==> src/rtl/core/flv_avc_nal_extractor_top_macros.svh <==
// Assertion macros shared by the extractor RTL.
// Depends on a clock named clk and an active-low reset named rst_n in scope.
`ifndef FLV_AVC_NAL_EXTRACTOR_TOP_MACROS_SVH
`define FLV_AVC_NAL_EXTRACTOR_TOP_MACROS_SVH

// Condition that holds at every clock edge out of reset.
`define FLVNAL_ASSERT(lbl, prop, msg) \
  lbl: assert property (@(posedge clk) disable iff (!rst_n) (prop)) \
    else $error(msg);

// Trigger at one edge implies a condition at the next edge.
`define FLVNAL_ASSERT_NEXT(lbl, trig, nxt, msg) \
  lbl: assert property (@(posedge clk) disable iff (!rst_n) (trig) |=> (nxt)) \
    else $error(msg);

`endif

==> src/rtl/core/flvnal_pkg.sv <==
// Shared types for the FLV AVC NAL extractor.
// No dependencies.
package flvnal_pkg;

  // One work record passed from the parser to the expander.
  // sc:   emit a 00 00 00 01 start code first
  // data: emit the byte b (after the start code if sc is set)
  // last/trunc apply to the final beat of the record.
  typedef struct packed {
    logic       sc;
    logic       data;
    logic [7:0] b;
    logic       last;
    logic       trunc;
  } op_t;

endpackage

==> src/rtl/core/flvnal_parser.sv <==
// Front end: walks the FLV tag header and length prefixes, one byte a beat,
// and turns each accepted byte into at most one work record. Uses flvnal_pkg.
`include "flv_avc_nal_extractor_top_macros.svh"
module flvnal_parser (
  input  logic               clk,
  input  logic               rst_n,
  input  logic               accept_i,
  input  logic [7:0]         in_byte_i,
  input  logic               in_first_i,
  input  logic [23:0]        in_buffer_length_i,
  input  logic [7:0]         video_tag_type_i,
  output logic               op_valid_o,
  output flvnal_pkg::op_t    op_o
);

  localparam logic [2:0] PH_IDLE   = 3'd0;
  localparam logic [2:0] PH_HEAD   = 3'd1;
  localparam logic [2:0] PH_PFX0   = 3'd2;
  localparam logic [2:0] PH_PFX1   = 3'd3;
  localparam logic [2:0] PH_PFX2   = 3'd4;
  localparam logic [2:0] PH_PFX3   = 3'd5;
  localparam logic [2:0] PH_NALHDR = 3'd6;
  localparam logic [2:0] PH_BODY   = 3'd7;

  localparam logic [7:0] NAL_SEI = 8'd6;
  localparam logic [7:0] NAL_AUD = 8'd9;
  localparam logic [7:0] PKT_NALU = 8'h01;
  localparam logic [23:0] POS_FRAME = 24'd11;
  localparam logic [23:0] POS_PKT   = 24'd12;
  localparam logic [23:0] POS_HEND  = 24'd15;

  logic [2:0]  phase_r, phase_nxt;
  logic [23:0] pos_r, pos_nxt;
  logic [23:0] len_r, len_nxt;
  logic [23:0] size_r, size_nxt;
  logic [23:0] rem_r, rem_nxt;
  logic        skip_r, skip_nxt;

  // state as seen by this byte (a first byte restarts everything)
  logic [2:0]  ph;
  logic [23:0] q, len, nsz, rem;
  logic        skp;
  logic        lastbyte, more_pfx, skip_hdr;
  logic [23:0] rem_dec, size_dec;
  logic        emit;
  flvnal_pkg::op_t op;

  assign ph  = in_first_i ? PH_HEAD : phase_r;
  assign q   = in_first_i ? '0 : pos_r;
  assign len = in_first_i ? in_buffer_length_i : len_r;
  assign nsz = in_first_i ? '0 : size_r;
  assign rem = in_first_i ? '0 : rem_r;
  assign skp = in_first_i ? 1'b0 : skip_r;

  assign lastbyte = (({1'b0, q} + 25'd1) == {1'b0, len});
  assign more_pfx = (({1'b0, q} + 25'd5) < {1'b0, len});
  assign skip_hdr = (in_byte_i == NAL_SEI) || (in_byte_i == NAL_AUD);
  assign rem_dec  = (rem != '0) ? rem - 24'd1 : rem;
  assign size_dec = nsz - 24'd1;

  always_comb begin
    phase_nxt = phase_r;
    pos_nxt   = pos_r;
    len_nxt   = len_r;
    size_nxt  = size_r;
    rem_nxt   = rem_r;
    skip_nxt  = skip_r;
    emit      = 1'b0;
    op        = '0;
    op.b      = in_byte_i;
    if (accept_i) begin
      phase_nxt = ph;
      pos_nxt   = q;
      len_nxt   = len;
      size_nxt  = nsz;
      rem_nxt   = rem;
      skip_nxt  = skp;
      if (ph == PH_IDLE) begin
        phase_nxt = PH_IDLE;
      end else if (q >= len) begin
        phase_nxt = PH_IDLE;
      end else begin
        unique case (ph)
          PH_HEAD: begin
            if (q == '0 && in_byte_i != video_tag_type_i) begin
              phase_nxt = PH_IDLE;
            end else if (q == POS_FRAME && in_byte_i[7:4] != 4'd1 &&
                         in_byte_i[7:4] != 4'd2) begin
              phase_nxt = PH_IDLE;
            end else if (q == POS_PKT && in_byte_i != PKT_NALU) begin
              phase_nxt = PH_IDLE;
            end else if (q == POS_HEND) begin
              phase_nxt = PH_PFX0;
            end
          end
          PH_PFX0: begin
            phase_nxt = more_pfx ? PH_PFX1 : PH_IDLE;
          end
          PH_PFX1: begin
            size_nxt  = {in_byte_i, 16'h0000};
            phase_nxt = PH_PFX2;
          end
          PH_PFX2: begin
            size_nxt  = nsz | {8'h00, in_byte_i, 8'h00};
            phase_nxt = PH_PFX3;
          end
          PH_PFX3: begin
            size_nxt  = nsz | {16'h0000, in_byte_i};
            phase_nxt = PH_NALHDR;
          end
          PH_NALHDR: begin
            if (nsz == '0) begin
              // empty NAL: start code only, its 01 closes the unit
              emit      = !skip_hdr;
              op.sc     = 1'b1;
              op.last   = 1'b1;
              phase_nxt = more_pfx ? PH_PFX1 : PH_IDLE;
            end else begin
              rem_nxt   = size_dec;
              skip_nxt  = skip_hdr;
              emit      = !skip_hdr;
              op.sc     = 1'b1;
              op.data   = 1'b1;
              op.last   = (size_dec == '0) || lastbyte;
              op.trunc  = (size_dec != '0) && lastbyte;
              phase_nxt = (size_dec == '0) ? PH_PFX0 : PH_BODY;
            end
          end
          PH_BODY: begin
            rem_nxt   = rem_dec;
            emit      = !skp;
            op.data   = 1'b1;
            op.last   = (rem_dec == '0) || lastbyte;
            op.trunc  = (rem_dec != '0) && lastbyte;
            if (rem_dec == '0) phase_nxt = PH_PFX0;
          end
          default: begin
            phase_nxt = PH_IDLE;
          end
        endcase
        pos_nxt = q + 24'd1;
        if (lastbyte) phase_nxt = PH_IDLE;
      end
    end
  end

  assign op_valid_o = emit;
  assign op_o       = op;

  always_ff @(posedge clk) begin
    if (!rst_n) begin
      phase_r <= PH_IDLE;
      pos_r   <= '0;
      len_r   <= '0;
      size_r  <= '0;
      rem_r   <= '0;
      skip_r  <= 1'b0;
    end else begin
      phase_r <= phase_nxt;
      pos_r   <= pos_nxt;
      len_r   <= len_nxt;
      size_r  <= size_nxt;
      rem_r   <= rem_nxt;
      skip_r  <= skip_nxt;
    end
  end

  `FLVNAL_ASSERT(a_trunc_has_last, !(op_valid_o && op_o.trunc && !op_o.last),
                 "truncated record without last")
  `FLVNAL_ASSERT(a_body_has_rem, !(phase_r == PH_BODY && rem_r == '0),
                 "body phase with nothing remaining")

endmodule

==> src/rtl/core/flvnal_opq.sv <==
// Short record queue between parser and expander.
// Uses flvnal_pkg::op_t; first-word-fall-through on the read side.
`include "flv_avc_nal_extractor_top_macros.svh"
module flvnal_opq #(
  parameter int DEPTH = 4
) (
  input  logic            clk,
  input  logic            rst_n,
  input  logic            push_i,
  input  flvnal_pkg::op_t wdata_i,
  output logic            full_o,
  input  logic            pop_i,
  output flvnal_pkg::op_t rdata_o,
  output logic            empty_o
);

  localparam int AW = (DEPTH > 1) ? $clog2(DEPTH) : 1;
  localparam int CW = $clog2(DEPTH + 1);

  flvnal_pkg::op_t mem_r [DEPTH];
  logic [AW-1:0] wr_ptr_r, rd_ptr_r;
  logic [CW-1:0] count_r, count_nxt;
  logic          do_push, do_pop;

  assign full_o  = (count_r == CW'(DEPTH));
  assign empty_o = (count_r == '0);
  assign do_push = push_i && !full_o;
  assign do_pop  = pop_i && !empty_o;
  assign rdata_o = mem_r[rd_ptr_r];

  always_comb begin
    count_nxt = count_r;
    if (do_push && !do_pop) count_nxt = count_r + CW'(1);
    else if (do_pop && !do_push) count_nxt = count_r - CW'(1);
  end

  always_ff @(posedge clk) begin
    if (!rst_n) begin
      wr_ptr_r <= '0;
      rd_ptr_r <= '0;
      count_r  <= '0;
    end else begin
      count_r <= count_nxt;
      if (do_push) wr_ptr_r <= (wr_ptr_r == AW'(DEPTH - 1)) ? '0 : wr_ptr_r + AW'(1);
      if (do_pop)  rd_ptr_r <= (rd_ptr_r == AW'(DEPTH - 1)) ? '0 : rd_ptr_r + AW'(1);
    end
  end

  always_ff @(posedge clk) begin
    if (do_push) mem_r[wr_ptr_r] <= wdata_i;
  end

  `FLVNAL_ASSERT(a_count_bound, count_r <= CW'(DEPTH), "queue count overflow")
  `FLVNAL_ASSERT_NEXT(a_push_counts, do_push && !do_pop,
                      count_r == $past(count_r) + CW'(1), "push not counted")

endmodule

==> src/rtl/core/flvnal_expander.sv <==
// Back end: expands each queued record into output beats (start code bytes
// and payload byte) and holds them in the output register. Uses flvnal_pkg.
`include "flv_avc_nal_extractor_top_macros.svh"
module flvnal_expander (
  input  logic            clk,
  input  logic            rst_n,
  input  logic            q_empty_i,
  input  flvnal_pkg::op_t q_rdata_i,
  output logic            q_pop_o,
  output logic            empty,
  input  logic            pop,
  output logic [7:0]      out_byte,
  output logic            out_nal_last,
  output logic            out_nal_truncated
);

  // beat index: 0..2 zero bytes, 3 the 01 byte, 4 the payload byte
  localparam logic [2:0] BEAT_ONE  = 3'd3;
  localparam logic [2:0] BEAT_DATA = 3'd4;
  localparam logic [7:0] SC_ZERO   = 8'h00;
  localparam logic [7:0] SC_ONE    = 8'h01;

  flvnal_pkg::op_t cur_r, cur_nxt;
  logic            have_r, have_nxt;
  logic [2:0]      beat_r, beat_nxt;
  logic            ov_r, ov_nxt;
  logic [7:0]      ob_r;
  logic            ol_r, ot_r;

  logic       slot_free, take, final_beat;
  logic [7:0] bb;
  logic       bl, bt;

  assign slot_free  = !ov_r || pop;
  assign take       = have_r && slot_free;
  assign final_beat = (beat_r == BEAT_DATA) || (beat_r == BEAT_ONE && !cur_r.data);
  assign q_pop_o    = !q_empty_i && (!have_r || (take && final_beat));

  always_comb begin
    bb = SC_ZERO;
    bl = 1'b0;
    bt = 1'b0;
    if (beat_r == BEAT_DATA) begin
      bb = cur_r.b;
      bl = cur_r.last;
      bt = cur_r.trunc;
    end else if (beat_r == BEAT_ONE) begin
      bb = SC_ONE;
      bl = cur_r.last && !cur_r.data;
    end
  end

  always_comb begin
    cur_nxt  = cur_r;
    have_nxt = have_r;
    beat_nxt = beat_r;
    if (take) begin
      beat_nxt = beat_r + 3'd1;
      if (final_beat) have_nxt = 1'b0;
    end
    if (q_pop_o) begin
      cur_nxt  = q_rdata_i;
      have_nxt = 1'b1;
      beat_nxt = q_rdata_i.sc ? 3'd0 : BEAT_DATA;
    end
    ov_nxt = ov_r;
    if (take) ov_nxt = 1'b1;
    else if (pop) ov_nxt = 1'b0;
  end

  always_ff @(posedge clk) begin
    if (!rst_n) begin
      have_r <= 1'b0;
      beat_r <= '0;
      ov_r   <= 1'b0;
    end else begin
      have_r <= have_nxt;
      beat_r <= beat_nxt;
      ov_r   <= ov_nxt;
    end
  end

  always_ff @(posedge clk) begin
    cur_r <= cur_nxt;
    if (take) begin
      ob_r <= bb;
      ol_r <= bl;
      ot_r <= bt;
    end
  end

  assign empty             = !ov_r;
  assign out_byte          = ob_r;
  assign out_nal_last      = ol_r;
  assign out_nal_truncated = ot_r;

  `FLVNAL_ASSERT(a_beat_range, !have_r || beat_r <= BEAT_DATA, "beat index out of range")
  `FLVNAL_ASSERT(a_plain_data, !(have_r && !cur_r.sc && beat_r != BEAT_DATA),
                 "plain record not on payload beat")

endmodule

==> src/rtl/core/flv_avc_nal_extractor_top.sv <==
// Top level of the FLV AVC NAL extractor: APB register, parser, record
// queue and expander. Uses flvnal_pkg, flvnal_parser, flvnal_opq, flvnal_expander.
//
// Usage:
//  - Input channel (push/full): one beat per tag byte, starting at the tag
//    type byte. in_first marks byte zero and carries in_buffer_length.
//    A beat is taken whenever push is high and full is low, one per cycle.
//  - Result channel (empty/pop): Annex B bytes, start codes included, with
//    out_nal_last on the final byte of each NAL and out_nal_truncated when
//    the buffer ended early. The beat on the ports is taken on pop & !empty.
//  - Register 0 at address 0 (APB, pready tied high): video tag type,
//    reset 9. Write only while the block is idle.
//  - Path: a byte that produces output passes the queue write, the expander
//    load and the output register, in that order, before its first beat shows.
//  - Throughput: input one byte per cycle unless full; output one beat per
//    cycle while pop is high. A NAL header byte makes five beats (start code
//    plus itself), so the output port sets the sustained rate; the QUEUE_DEPTH
//    record queue soaks up start code bursts, and full rises when it fills.
//  - Receiver stall: the output register holds its beat, the expander
//    stops, the queue fills, then full stops the input.
//  - Reset (rst_n low, synchronous): parser idle, queue and output empty,
//    register back to 9; bytes before the first in_first are dropped.
module flv_avc_nal_extractor_top #(
  parameter int QUEUE_DEPTH = 4
) (
  input  logic        clk,
  input  logic        rst_n,
  // input channel
  input  logic        push,
  output logic        full,
  input  logic [7:0]  in_byte,
  input  logic        in_first,
  input  logic [23:0] in_buffer_length,
  // result channel
  output logic        empty,
  input  logic        pop,
  output logic [7:0]  out_byte,
  output logic        out_nal_last,
  output logic        out_nal_truncated,
  // configuration port
  input  logic        psel,
  input  logic        penable,
  input  logic        pwrite,
  input  logic [2:0]  paddr,
  input  logic [31:0] pwdata,
  output logic [31:0] prdata,
  output logic        pready
);

  localparam logic       REG_TAG_TYPE = 1'b0;  // word index of the only register
  localparam logic [7:0] TAG_VIDEO    = 8'd9;

  logic [7:0] tag_type_r;
  logic       cfg_wr;

  logic            accept;
  logic            op_valid;
  flvnal_pkg::op_t op;
  logic            q_full, q_empty, q_pop;
  flvnal_pkg::op_t q_rdata;

  // ---- configuration register ----
  assign pready = 1'b1;
  assign cfg_wr = psel && penable && pwrite && (paddr[2] == REG_TAG_TYPE);
  assign prdata = (paddr[2] == REG_TAG_TYPE) ? {24'h000000, tag_type_r} : 32'h0;

  always_ff @(posedge clk) begin
    if (!rst_n) begin
      tag_type_r <= TAG_VIDEO;
    end else if (cfg_wr) begin
      tag_type_r <= pwdata[7:0];
    end
  end

  // ---- front: byte accepted only when the queue can take its record ----
  assign full   = q_full;
  assign accept = push && !q_full;

  flvnal_parser u_parser (
    .clk                (clk),
    .rst_n              (rst_n),
    .accept_i           (accept),
    .in_byte_i          (in_byte),
    .in_first_i         (in_first),
    .in_buffer_length_i (in_buffer_length),
    .video_tag_type_i   (tag_type_r),
    .op_valid_o         (op_valid),
    .op_o               (op)
  );

  // ---- queue between front and back ----
  flvnal_opq #(
    .DEPTH (QUEUE_DEPTH)
  ) u_opq (
    .clk     (clk),
    .rst_n   (rst_n),
    .push_i  (op_valid),
    .wdata_i (op),
    .full_o  (q_full),
    .pop_i   (q_pop),
    .rdata_o (q_rdata),
    .empty_o (q_empty)
  );

  // ---- back: start code insertion and output register ----
  flvnal_expander u_expander (
    .clk               (clk),
    .rst_n             (rst_n),
    .q_empty_i         (q_empty),
    .q_rdata_i         (q_rdata),
    .q_pop_o           (q_pop),
    .empty             (empty),
    .pop               (pop),
    .out_byte          (out_byte),
    .out_nal_last      (out_nal_last),
    .out_nal_truncated (out_nal_truncated)
  );

endmodule
==> config.mk <==
export PLATFORM = sky130hd
export DESIGN_NAME = flv_avc_nal_extractor_top
export DESIGN_NICKNAME = d
export VERILOG_FILES = /design/src/rtl/core/flvnal_pkg.sv /design/src/rtl/core/flvnal_parser.sv /design/src/rtl/core/flvnal_opq.sv /design/src/rtl/core/flvnal_expander.sv /design/src/rtl/core/flv_avc_nal_extractor_top.sv
export VERILOG_INCLUDE_DIRS = /design/src /design/src/rtl/core
export SDC_FILE = /design/constraint.sdc
export NUM_CORES = 1
export LEC_CHECK = 0
export BUFFER_PORTS_ARGS = -buffer_cell sky130_fd_sc_hd__clkbuf_2
export CORE_MARGIN = 2
export CORE_UTILIZATION = 39
export CTS_CLUSTER_SIZE = 12
export DETAILED_ROUTE_END_ITERATION = 7
export PLACE_DENSITY = 0.61
export REMOVE_ABC_BUFFERS = 1
export SLEW_MARGIN = 20
export SYNTH_ARGS = -nofsm -noshare
export SYNTH_HDL_FRONTEND = slang
export SYNTH_SLANG_ARGS = --single-unit
==> constraint.sdc <==
create_clock -name clk -period 7.2 [get_ports clk]
set_input_delay 1.44 -clock clk [delete_from_list [all_inputs] [get_ports clk]]
set_output_delay 1.44 -clock clk [all_outputs]
set_load 0.01 [all_outputs]
==> flow_summary.ini <==
[detailed_routing]
via_per_inst = 5.97
routedWlPerCell_um = 19.8
drc = 0
drt_first_pass_iters = 5
antenna_left = 0
totalWireLength_mm = 39.9
drt_iter0_drc = 1193
vias = 12000

[placement]
place_hpwl_mm = 28.4
place_area_sq_um = 13800
portBuffers = 68
place_congestion = 0.954

[synthesis]
syn-cell-area_sq_um = 13300
ys_async_sr_fraction = 0
synth_top_area_cell = dfxtp_1
synth_common_cells = 168 x nor2_1, 130 x nand2_1, 122 x dfxtp_1
yosys_most_used_dff = dfxtp_1
ys_top_cells_by_area = dfxtp_1 18%, edfxtp_1 16%, ha_1 5.8%
ys_seq_elements = 191
netlist_instances = 1563
synth-seq-area-share = 0.341
yosysMostFrequentCell = nor2_1
syn_avg_cell_area_sq_um = 8.48
synth_edf_count = 69
yosysWarnings = 0
synth.distinct_cells = 86
synth_top_area_frac = 0.184

[grt]
grt_pass1_wl_mm = 63.2
grt-ovfl-total = 0
grt_usage = 0.224
grt_pass1_vias = 11200
grt_max_degree = 66
antenna_found_initial = 0

[sta]
finalSetupViolCount = 0
fin_crit_sh = 0.793
fmax_ghz = 0.175
hold_ws_ns = 0.458
drv_slew = 0
setup_tns_ns = 0
fin_worst_skew_ns = 0.0140
period_minus_slack_ns = 5.71
hold_viol_final = 0
grt_setup_unrepaired = false
slew_headroom = 0.302
worstMarginPinSlew_ns = 1.04

[cells_and_area]
antenna_cells = 0
nFillCells = 3393
syn2layout_area_growth_pct = 8.26
stdcell_area_sq_um = 14400
nets = 1689
drive_gt1_frac = 0.102

[clocking]
cts.clk_slew.worst_paths_ns = 0.08
clock_latency_ns = 0.45
cts_buffer_depth = 2
cts_resized = 0
cts_tree = yes
clkSinkCount = 191
hold_buffers = 0
root_buffer = clkbuf_16
numCtsBuffers = 17
cts_setup_buffers = 0
htreeDepth = 4

[hold_path]
min-delay-start = u_parser.len_r[0]
hp-class = reg -> reg

[die]
num_rows = 67
core-area_sq_um = 33500
design.die.area_sq_um = 35500
die_h_um = 188
dieWidth_um = 188
start_util = 0.395
ios = 120

[power_and_ir_drop]
power_density_nw_per_um2 = 211
leakagePower_nw = 5.39
ir_worst_vdd_mv = 0.163

[setup_path]
slowest_delay_ns = 0.58
crit_start = in_first
critPathKind = in -> reg
cp_data_required_time_ns = 7.57
cp_cell_sequence = buf_4 -> buf_12 -> mux2i_1 -> ha_1 -> or4_1 -> o2111ai_1 -> a21o_1 -> nand3_1 -> or3_1 -> a211oi_2 -> buf_4 -> ha_1 -> inv_1 -> fa_1 -> xor2_1 -> or3_1 -> a21oi_1
startpoint_type = primary input
worstPathArrival_ns = 6.08
crit_path_max_fanout = 51
r2r_start = u_parser.pos_r[12]
end_kind = register
crit_slowest_cell = or3_1

[outcome]
status = finished, final reports clean

[flow_run]
cap_violations = 0
==> cell type report <==
cell class                      instances  area [sq um]  share of cell area
Multi-Input combinational cell       1219          8030               0.560
Clock inverter                         14           166              0.0116
Clock buffer                           18           429              0.0299
Tap cell                              448           561              0.0391
Inverter                               33           125             0.00872
Timing Repair Buffer                   90           520              0.0363
Sequential cell                       191          4510               0.315
==> cells by family after synthesis <==
group	share of synthesized area
simple gates	0.242
flops	0.341
buf+inv	0.0609
xor+xnor	0.0568
mux	0.0494
fa+ha+maj	0.0591
compound gates	0.191
other cells	0.000567
==> stage by stage <==
stage,std cells,total power (W),setup slack (ns),utilization
2_1_floorplan,1443,0.00183,1.41,-
3_3_place_gp,1981,0.00207,1.12,0.410
3_5_place_dp,1981,0.00208,1.09,0.410
4_1_cts,2013,0.00305,1.53,0.428
5_1_grt,2013,0.00319,1.31,0.428
6_report,2013,0.00303,1.49,0.428
==> placed cells by master (no fill, tap or decap), types with 10 or more instances in the layout <==
master,count
a22oi_1,29
and3_1,22
and2_1,19
o22ai_1,15
inv_1,31
buf_4,22
nor4_1,31
xor2_1,25
or3_1,17
clkbuf_16,17
o31ai_1,16
mux2i_1,35
nand3_1,41
nor3_1,49
dfxtp_1,122
edfxtp_1,69
o21ai_0,61
a31oi_1,15
nand2b_1,16
xnor2_1,61
conb_1,25
ha_1,61
o211ai_1,14
nand4_1,29
a21oi_1,95
nor2b_1,40
nand2_1,130
mux4_2,12
clkbuf_2,67
nor2_1,167
a211oi_1,34
a32oi_1,10
==> flip-flops by register name (all words and copies together) (netlist names), named ones only <==
signal and flops:
u_opq.mem_r 48, u_parser.len_r 24, u_parser.pos_r 24, u_parser.rem_r 24, u_parser.size_r 24, u_expander.cur_r 11
tag_type_r 8, u_expander.out_byte 8, u_expander.beat_r 3, u_opq.count_r 3, u_parser.phase_r 3, u_opq.rd_ptr_r 2
u_opq.wr_ptr_r 2, u_expander.have_r 1, u_expander.out_nal_last 1, u_expander.out_nal_truncated 1, u_expander.ov_r 1, u_parser.skip_r 1
==> critical path, delay by kind of cell <==
| family | cells | cell delay [ns] |
|---|---|---|
| simple gates | 4 | 1.63 |
| buf+inv | 4 | 0.88 |
| fa+ha+maj | 3 | 0.86 |
| compound gates | 4 | 0.65 |
| mux | 1 | 0.39 |
| xor+xnor | 1 | 0.17 |
==> final timing paths <==
check / slack (ns) / end / cells past startpoint
worst max-delay path: 1.49 / u_opq.count_r[2] / 17
worst min-delay path: 0.46 / u_parser.len_r[0] / 2
worst max register to register: 2.53 / u_opq.count_r[2] / 15
worst min register to register: 0.46 / u_parser.len_r[0] / 2
==> routing by layer <==
metal  up-vias  routed length (um)  track usage
li1       5718                   -            -
met1      5788               18000        0.309
met2       443               18500        0.361
met3        66                2330       0.0279
met4         0                1170       0.0826
met5         -                   0            0
==> power by group <==
group	internal, W	switching, W	leakage (nW)
clock	0.000471	0.000501	0.285
sequential	0.00125	0.0000772	1.65
combinational	0.000276	0.000462	3.45
total	0.00199	0.00104	5.39
Power figures use the tool's default switching activity.
